$ cat config.mk
export PLATFORM = sky130hd
export DESIGN_NAME = chunk_map_first_fit_allocator_unit
export DESIGN_NICKNAME = d
export VERILOG_FILES = /design/src/cmffa_pkg.sv /design/src/chunk_map_first_fit_allocator_unit.sv
export SDC_FILE = /design/constraint.sdc
export NUM_CORES = 2
export LEC_CHECK = 0
export ABC_AREA = 1
export BUFFER_PORTS_ARGS = -buffer_cell sky130_fd_sc_hd__buf_2
export CELL_PAD_IN_SITES_DETAIL_PLACEMENT = 0
export CELL_PAD_IN_SITES_GLOBAL_PLACEMENT = 1
export CORE_MARGIN = 10
export CORE_UTILIZATION = 25
export DETAILED_ROUTE_END_ITERATION = 6
export PLACE_DENSITY = 0.42
export SYNTH_ARGS = -nofsm -noshare
export SYNTH_HDL_FRONTEND = slang
export SYNTH_SLANG_ARGS = --single-unit
$ cat constraint.sdc
create_clock -name i_clk -period 19.8 [get_ports i_clk]
set_clock_uncertainty 0.2 [all_clocks]
set_input_delay 0 -clock i_clk [delete_from_list [all_inputs] [get_ports i_clk]]
set_output_delay 0 -clock i_clk [all_outputs]
set_load 0.005 [all_outputs]
$ cat src/cmffa_pkg.sv
// ----------------------------------------------------------------------------
// cmffa_pkg
// Shared widths and default sizes for the first-fit chunk map allocator.
// ----------------------------------------------------------------------------
package cmffa_pkg;

    // Default pool geometry.
    localparam int unsigned POOL_CHUNKS_DEF = 256;
    localparam int unsigned MAX_RUN_DEF     = 255;
    localparam int unsigned CHUNK_BYTES_DEF = 16;

    // Fixed widths of the item fields.
    localparam int unsigned REQ_W   = 16;
    localparam int unsigned START_W = 8;
    localparam int unsigned LFR_W   = 8;
    localparam int unsigned USED_W  = 9;

endpackage

$ cat src/chunk_map_first_fit_allocator_unit.sv
// ----------------------------------------------------------------------------
// chunk_map_first_fit_allocator_unit
// First-fit run-length allocator over one chunk map held in a synchronous
// memory, with forward coalescing of the free run behind a new allocation
// and a rescan for the largest free run.
// ----------------------------------------------------------------------------
//
//  channel   | direction | handshake            | payload
//  ----------+-----------+----------------------+-----------------------------
//  request   | in        | start, busy          | i_request_bytes
//  result    | out       | o_done (strobe)      | o_granted, o_start_chunk,
//            |           |                      | o_largest_free_run,
//            |           |                      | o_used_chunk_count
//
// A request is taken when start is high and busy is low. A rejected size
// (zero chunks, longer than MAX_RUN or longer than the pool) has its strobe
// in the cycle after accept; a request with no fit answers once the fit scan
// finds no room left for it. A granted item passes through the fit scan over
// the chunk map entries, the writing of its chunks, the tail check (skipped
// when the run ends at the pool's end), the coalescing of a free tail, the
// scan restart, the largest-run scan and the output register. Each visited
// entry is read through the single memory read port. After reset a clearing
// pass rebuilds every map entry, with busy held high. The result strobe lasts
// one cycle; the receiver cannot stall.
module chunk_map_first_fit_allocator_unit #(
    parameter int unsigned POOL_CHUNKS = cmffa_pkg::POOL_CHUNKS_DEF,
    parameter int unsigned MAX_RUN     = cmffa_pkg::MAX_RUN_DEF,
    parameter int unsigned CHUNK_BYTES = cmffa_pkg::CHUNK_BYTES_DEF
) (
    input  logic                            i_clk,
    input  logic                            i_rst_n,
    input  logic                            start,
    output logic                            busy,
    input  logic [cmffa_pkg::REQ_W-1:0]     i_request_bytes,
    output logic                            o_done,
    output logic                            o_granted,
    output logic [cmffa_pkg::START_W-1:0]   o_start_chunk,
    output logic [cmffa_pkg::LFR_W-1:0]     o_largest_free_run,
    output logic [cmffa_pkg::USED_W-1:0]    o_used_chunk_count
);

    localparam int unsigned IDX_W       = $clog2(POOL_CHUNKS);
    localparam int unsigned CNT_W       = $clog2(POOL_CHUNKS + 1);
    localparam int unsigned LEN_W       = $clog2(MAX_RUN + 1);
    localparam int unsigned SUM_W       = ((CNT_W > LEN_W) ? CNT_W : LEN_W) + 2;
    // Chunk size must be a power of two (the block does not check it); the byte to chunk conversion is a shift.
    localparam int unsigned CHUNK_SHIFT = $clog2(CHUNK_BYTES);
    localparam int unsigned LARGE_RST   = (MAX_RUN < POOL_CHUNKS) ? MAX_RUN : POOL_CHUNKS;

    localparam logic [SUM_W-1:0] POOL_S = SUM_W'(POOL_CHUNKS);
    localparam logic [SUM_W-1:0] MAX_S  = SUM_W'(MAX_RUN);
    localparam logic [IDX_W-1:0] LAST_I = IDX_W'(POOL_CHUNKS - 1);
    localparam logic [LEN_W-1:0] MAX_L  = LEN_W'(MAX_RUN);
    localparam logic [LEN_W-1:0] SEG_LAST = LEN_W'(MAX_RUN - 1);

    typedef struct packed {
        logic             head;
        logic             ocp;
        logic [LEN_W-1:0] len;
    } t_entry;

    typedef enum logic [2:0] {
        S_CLR,
        S_IDLE,
        S_FIT,
        S_MARK,
        S_TAIL,
        S_COAL,
        S_LSTART,
        S_LARGE
    } t_state;

    // Chunk map memory, one synchronous read port and one write port.
    t_entry             mem [POOL_CHUNKS];
    t_entry             r_rd;
    logic               mem_we;
    logic [IDX_W-1:0]   mem_waddr;
    t_entry             mem_wdata;
    logic [IDX_W-1:0]   mem_raddr;

    t_state             r_state, n_state;
    logic [IDX_W-1:0]   r_i, n_i;
    logic [IDX_W-1:0]   r_at, n_at;
    logic [LEN_W-1:0]   r_want, n_want;
    logic [LEN_W-1:0]   r_k, n_k;
    logic [LEN_W-1:0]   r_best, n_best;
    logic [LEN_W-1:0]   r_largest, n_largest;
    logic [CNT_W-1:0]   r_used, n_used;
    logic                           r_done, n_done;
    logic                           r_granted, n_granted;
    logic [cmffa_pkg::START_W-1:0]  r_start, n_start;
    logic [cmffa_pkg::LFR_W-1:0]    r_lfr, n_lfr;
    logic [cmffa_pkg::USED_W-1:0]   r_used_o, n_used_o;

    logic [cmffa_pkg::REQ_W-1:0] want_full;
    logic [LEN_W-1:0]            step;
    logic [SUM_W-1:0]            nxt;
    logic [SUM_W-1:0]            tail;
    logic [SUM_W-1:0]            rest;
    logic [SUM_W-1:0]            kk_sum;
    logic [LEN_W-1:0]            kk;
    logic [LEN_W-1:0]            nb;

    always_ff @(posedge i_clk) begin
        if (mem_we) begin
            mem[mem_waddr] <= mem_wdata;
        end
        r_rd <= mem[mem_raddr];
    end

    always_comb begin
        n_state   = r_state;
        n_i       = r_i;
        n_at      = r_at;
        n_want    = r_want;
        n_k       = r_k;
        n_best    = r_best;
        n_largest = r_largest;
        n_used    = r_used;
        n_done    = 1'b0;
        n_granted = r_granted;
        n_start   = r_start;
        n_lfr     = r_lfr;
        n_used_o  = r_used_o;
        mem_we    = 1'b0;
        mem_waddr = r_i;
        mem_wdata = '0;
        mem_raddr = r_i;

        want_full = i_request_bytes >> CHUNK_SHIFT;
        step      = (r_rd.len == '0) ? LEN_W'(1) : r_rd.len;
        nxt       = SUM_W'(r_i) + (r_rd.head ? SUM_W'(step) : SUM_W'(1));
        tail      = SUM_W'(r_at) + SUM_W'(r_want);
        rest      = POOL_S - SUM_W'(r_i);
        kk        = r_k + LEN_W'(1);
        kk_sum    = tail + SUM_W'(kk);
        nb        = (r_rd.head && !r_rd.ocp && (r_rd.len > r_best)) ? r_rd.len : r_best;

        case (r_state)
            S_CLR: begin
                // Rebuild the reset map: a free head every MAX_RUN entries.
                mem_we    = 1'b1;
                mem_waddr = r_i;
                if (r_k == '0) begin
                    mem_wdata.head = 1'b1;
                    mem_wdata.len  = (rest < MAX_S) ? LEN_W'(rest) : MAX_L;
                end
                n_k = (r_k == SEG_LAST) ? '0 : r_k + LEN_W'(1);
                if (r_i == LAST_I) begin
                    n_state = S_IDLE;
                end else begin
                    n_i = r_i + IDX_W'(1);
                end
            end
            S_IDLE: begin
                if (start) begin
                    n_want = LEN_W'(want_full);
                    if (want_full == '0 || want_full > cmffa_pkg::REQ_W'(MAX_RUN) ||
                        want_full > cmffa_pkg::REQ_W'(POOL_CHUNKS)) begin
                        n_done    = 1'b1;
                        n_granted = 1'b0;
                        n_start   = '0;
                        n_lfr     = cmffa_pkg::LFR_W'(r_largest);
                        n_used_o  = cmffa_pkg::USED_W'(r_used);
                    end else begin
                        n_i       = '0;
                        mem_raddr = '0;
                        n_state   = S_FIT;
                    end
                end
            end
            S_FIT: begin
                if (r_rd.head && !r_rd.ocp && (r_rd.len >= r_want)) begin
                    n_at    = r_i;
                    n_k     = '0;
                    n_state = S_MARK;
                end else if (nxt + SUM_W'(r_want) <= POOL_S) begin
                    n_i       = IDX_W'(nxt);
                    mem_raddr = IDX_W'(nxt);
                end else begin
                    n_done    = 1'b1;
                    n_granted = 1'b0;
                    n_start   = '0;
                    n_lfr     = cmffa_pkg::LFR_W'(r_largest);
                    n_used_o  = cmffa_pkg::USED_W'(r_used);
                    n_state   = S_IDLE;
                end
            end
            S_MARK: begin
                mem_we    = 1'b1;
                mem_waddr = r_at + IDX_W'(r_k);
                mem_wdata.ocp = 1'b1;
                if (r_k == '0) begin
                    mem_wdata.head = 1'b1;
                    mem_wdata.len  = r_want;
                end
                if (r_k == r_want - LEN_W'(1)) begin
                    n_used = r_used + CNT_W'(r_want);
                    if (tail < POOL_S) begin
                        // The tail lies outside the run being written.
                        mem_raddr = IDX_W'(tail);
                        n_state   = S_TAIL;
                    end else begin
                        n_state = S_LSTART;
                    end
                end else begin
                    n_k = r_k + LEN_W'(1);
                end
            end
            S_TAIL: begin
                if (r_rd.ocp) begin
                    n_state = S_LSTART;
                end else if ((tail + SUM_W'(1) < POOL_S) && (MAX_RUN > 1)) begin
                    n_k       = LEN_W'(1);
                    mem_raddr = IDX_W'(tail + SUM_W'(1));
                    n_state   = S_COAL;
                end else begin
                    mem_we         = 1'b1;
                    mem_waddr      = IDX_W'(tail);
                    mem_wdata.head = 1'b1;
                    mem_wdata.len  = LEN_W'(1);
                    n_state        = S_LSTART;
                end
            end
            S_COAL: begin
                if (!r_rd.ocp && (kk_sum < POOL_S) && (kk < MAX_L)) begin
                    n_k       = kk;
                    mem_raddr = IDX_W'(kk_sum);
                end else begin
                    mem_we         = 1'b1;
                    mem_waddr      = IDX_W'(tail);
                    mem_wdata.head = 1'b1;
                    mem_wdata.len  = r_rd.ocp ? r_k : kk;
                    n_state        = S_LSTART;
                end
            end
            S_LSTART: begin
                n_i       = '0;
                n_best    = '0;
                mem_raddr = '0;
                n_state   = S_LARGE;
            end
            S_LARGE: begin
                if ((nxt < POOL_S) && (nb < MAX_L)) begin
                    n_best    = nb;
                    n_i       = IDX_W'(nxt);
                    mem_raddr = IDX_W'(nxt);
                end else begin
                    n_largest = nb;
                    n_done    = 1'b1;
                    n_granted = 1'b1;
                    n_start   = cmffa_pkg::START_W'(r_at);
                    n_lfr     = cmffa_pkg::LFR_W'(nb);
                    n_used_o  = cmffa_pkg::USED_W'(r_used);
                    n_state   = S_IDLE;
                end
            end
            default: begin
                n_state = S_IDLE;
            end
        endcase
    end

    always_ff @(posedge i_clk) begin
        if (!i_rst_n) begin
            r_state   <= S_CLR;
            r_i       <= '0;
            r_k       <= '0;
            r_best    <= '0;
            r_largest <= LEN_W'(LARGE_RST);
            r_used    <= '0;
            r_done    <= 1'b0;
        end else begin
            r_state   <= n_state;
            r_i       <= n_i;
            r_k       <= n_k;
            r_best    <= n_best;
            r_largest <= n_largest;
            r_used    <= n_used;
            r_done    <= n_done;
        end
        r_at      <= n_at;
        r_want    <= n_want;
        r_granted <= n_granted;
        r_start   <= n_start;
        r_lfr     <= n_lfr;
        r_used_o  <= n_used_o;
    end

    assign busy               = (r_state != S_IDLE);
    assign o_done             = r_done;
    assign o_granted          = r_granted;
    assign o_start_chunk      = r_start;
    assign o_largest_free_run = r_lfr;
    assign o_used_chunk_count = r_used_o;

    // The result strobe comes only while the sequencer is idle.
    a_done_idle: assert property (@(posedge i_clk) disable iff (!i_rst_n)
        o_done |-> !busy)
        else $error("result strobe while busy");

    // The map is never written while idle.
    a_no_idle_write: assert property (@(posedge i_clk) disable iff (!i_rst_n)
        (r_state == S_IDLE) |-> !mem_we)
        else $error("chunk map written while idle");

    // Occupied chunk count stays within the pool.
    a_used_bound: assert property (@(posedge i_clk) disable iff (!i_rst_n)
        r_used <= CNT_W'(POOL_CHUNKS))
        else $error("used chunk count exceeds pool");

    // A failed item leaves the occupied count untouched.
    a_fail_used: assert property (@(posedge i_clk) disable iff (!i_rst_n)
        (o_done && !o_granted) |-> (o_used_chunk_count == cmffa_pkg::USED_W'(r_used)))
        else $error("failed item changed the used count");

    // The largest free run never exceeds the maximum run length.
    a_largest_bound: assert property (@(posedge i_clk) disable iff (!i_rst_n)
        r_largest <= MAX_L)
        else $error("largest free run out of range");

endmodule

==> flow_metrics.tcl <==
set metrics [dict create \
    p_leak_nw 54.68 \
    slowest_delay_ns 0.82 \
    grt_max_degree 163 \
    initial_utilization_pct 25.13 \
    syn_area_um2 119500 \
    grt_pass1_wl_um 593800 \
    worstHoldPathCells 4 \
    n_fill_cell 49310 \
    io-pin-count 47 \
    grt_util_met3_pct 2.273 \
    wire_per_inst_um 22.93 \
    met2_usage_pct 26.15 \
    seqCellArea_um2 79240 \
    path_clk_slew_ns 0.06 \
    cp-start-kind "flop" \
    grtUsageTotal_pct 15.90 \
    timing.final.crit_share_pct 50.97 \
    cp-end-kind "flop" \
    vias 80730 \
    postCtsHoldBufs 26 \
    final_area_um2 137100 \
    syn2layout_area_growth_pct 14.69 \
    antenna_left 0 \
    cts.path.max_buffers 4 \
    hold_end "r_used[2]" \
    dp_hpwl_um 235000 \
    rsz0062_at_grt "no" \
    final_core_util_pct 28.83 \
    use_met1_pct 22.13 \
    rr_startpoint "r_rd[6]" \
    gp_congestion 0.7731 \
    die_w_um 711.4 \
    clkLatencyLatePin_ns 0.95 \
    drive_above_1_share_pct 6.160 \
    die_area_um2 506100 \
    port_buffers 42 \
    min_period_ns 10.09 \
    grt_remaining_overflow 0 \
    cts_root_buffer "clkbuf_16" \
    clock.fmax_ghz 0.09908 \
    finalWirelength_um 418200 \
    ys_warn_count 0 \
    synth_cell_types 52 \
    drc 0 \
    ff2ff_path_depth 37 \
    cap_violations 0 \
    multiInputGateArea_um2 30070 \
    fp-row-count 253 \
    async_flop_share_pct 0 \
    htree_levels 5 \
    ir_drop_v 0.00006423 \
    drtIter0Drc 5965 \
    ys_ff_latch 2657 \
    synth_nets 11770 \
    final_nets 11690 \
    r2r_slack_ns 9.71 \
    grt_pass1_vias 78050 \
    fin_tns_setup_ns 0 \
    cp.arrival_ns 10.72 \
    critPathMaxFanout 88 \
    vias_per_cell 4.426 \
    hold_class "in -> reg" \
    rr_endpoint "r_rd[5]" \
    firstDrtPassIters 6 \
    hp-start "i_rst_n" \
    cts.sinks 2657 \
    synth_edf_count 2602 \
    synth_cells 11680 \
    critPathRequiredTime_ns 20.43 \
    synthFlopType "edfxtp_1" \
    critPathSlowestCell "buf_4" \
    outcome "completed" \
    hold_violations 0 \
    power_density_nw_per_um2 99.76 \
    worst_slew_pin_slew_ns 1.255 \
    setup_viol 0 \
    syn_area_per_cell_um2 10.23 \
    placement.cell_area_um2 126500 \
    cts_tree "done" \
    post_cts_resized 0 \
    synth-seq-area-share_pct 66.31 \
    coreArea_um2 475500 \
    cts_buffers 327 \
    antenna_found_initial 29 \
    post_cts_buffers 0 \
    critical_path_class "reg -> reg" \
    dieHeight_um 711.4 \
    slew_headroom_pct 16.30 \
    slew_violations 0 \
    busiest_layer "met2" \
]
==> cells by family after synthesis <==
family	count (synthesis)	synth area share, %
adders and majority gates	76	0.8334
AOI/OAI and AO/OA	361	1.967
DFF	2657	66.31
buffers and inverters	2641	8.789
and+or+nand+nor	5907	21.85
xor gates and xnor gates	35	0.2565
==> metal layers <==
layer | wire length [um] | vias up | share of wire [%]
met2 | 195200 | 1767 | 47
met4 | 9874 | 0 | 2.4
met3 | 20200 | 478 | 4.8
met5 | 0 | - | 0
met1 | 192900 | 39850 | 46
li1 | - | 38630 | -
==> worst max-delay path by stage <==
stage	start	to	slack [ns]	cells after the start
2_1_floorplan	r_want[0]	mem[0][0]	4.39	13
6_report	r_rd[6]	r_rd[5]	9.71	37
3_5_place_dp	r_rd[6]	r_rd[2]	9.79	37
3_3_place_gp	r_rd[7]	r_rd[3]	9.70	41
5_1_grt	r_rd[6]	r_rd[4]	9.10	40
4_1_cts	r_rd[6]	r_rd[2]	9.74	37
==> layout make-up <==
type / instances / share of cell area [%]
flip-flops and latches: 2657 / 57.81
diodes: 13 / 0.02374
repair buffers: 235 / 1.477
clock buffers: 417 / 6.392
well taps: 6375 / 5.820
clock inverters: 168 / 1.072
multi-input cells: 6379 / 21.94
inverters: 1994 / 5.468
==> state kept, by name (all words and copies together) (netlist names), 3 cells and up <==
register,cells
o_start_chunk,8
o_largest_free_run,8
r_largest,8
o_used_chunk_count,9
r_rd,10
mem,2560
r_best,8
r_state,3
r_want,8
r_at,8
r_k,8
r_used,9
r_i,8
==> Yosys cell counts (4+ instances only) <==
library cell	instances	share of area [%]
nand2_1	2848	8.9
edfxtp_1	2602	65
nand3_1	2373	9.9
inv_1	1978	6.2
nor2_1	415	1.3
buf_2	282	1.2
clkbuf_1	261	0.82
nand3b_1	214	1.3
o211ai_1	129	0.81
a21oi_1	92	0.39
ha_1	70	0.73
o21ai_0	67	0.28
buf_4	57	0.36
dfxtp_1	55	0.92
buf_1	44	0.14
xor2_1	23	0.17
nand4_1	14	0.073
o221ai_1	14	0.10
inv_2	12	0.038
xnor2_1	12	0.088
nor3_1	11	0.046
nand2_2	9	0.047
o21ai_1	9	0.038
nor4_1	8	0.042
a211oi_1	6	0.038
fa_1	6	0.10
o31ai_1	6	0.038
a21oi_2	5	0.037
a31oi_1	4	0.021
clkinv_1	4	0.013
o2111ai_1	4	0.029
o21bai_1	4	0.025
o22ai_1	4	0.021
or2_2	4	0.021
==> critical path, delay by kind of cell (launching register included) <==
family                     cells  cell delay [ns]
buffers and inverters          8             3.29
AOI/OAI and AO/OA              6             1.26
adders and majority gates      3             0.97
xor gates and xnor gates       1             0.39
and+or+nand+nor               19             3.21
DFF                            1             0.39
==> per-stage QoR <==
stage               setup slack (ns)  power [mW]  std cells  hold WS, ns
floorplan                      4.392       7.435      11680      -0.1011
CTS                            9.742       13.91      18220      0.06985
global placement               9.697       7.980      17610    -0.003271
global route                   9.096       14.22      18230       0.1030
finish                         9.707       13.67      18240       0.1494
detailed placement             9.791       7.988      17610    -0.005571
==> power breakdown <==
part	leakage [nW]	internal, mW	switching (mW)
Sequential	23.7	6.40	0.0183
Combinational	26.0	0.285	1.13
Clock	4.99	3.38	2.46
==> placed cells by master (no fill, tap or decap), types with 8 or more instances in the layout <==
cell / Yosys / final
a21oi_1: 92 / 91
buf_12: 0 / 24
buf_2: 282 / 42
buf_4: 57 / 143
bufinv_16: 0 / 19
clkbuf_1: 261 / 75
clkbuf_16: 0 / 335
clkinv_1: 4 / 77
clkinv_2: 0 / 50
dfxtp_1: 55 / 55
diode_2: 0 / 13
dlygate4sd3_1: 0 / 26
edfxtp_1: 2602 / 2602
ha_1: 70 / 70
inv_1: 1978 / 1977
inv_2: 12 / 10
nand2_1: 2848 / 2829
nand2_2: 9 / 20
nand2_4: 0 / 8
nand3_1: 2373 / 2373
nand3b_1: 214 / 214
nand4_1: 14 / 14
nor2_1: 415 / 411
nor3_1: 11 / 9
nor4_1: 8 / 8
o211ai_1: 129 / 129
o21ai_0: 67 / 67
o21ai_1: 9 / 9
o221ai_1: 14 / 8
xnor2_1: 12 / 12
xor2_1: 23 / 23
Note: power is estimated with default switching activity, not from simulation.
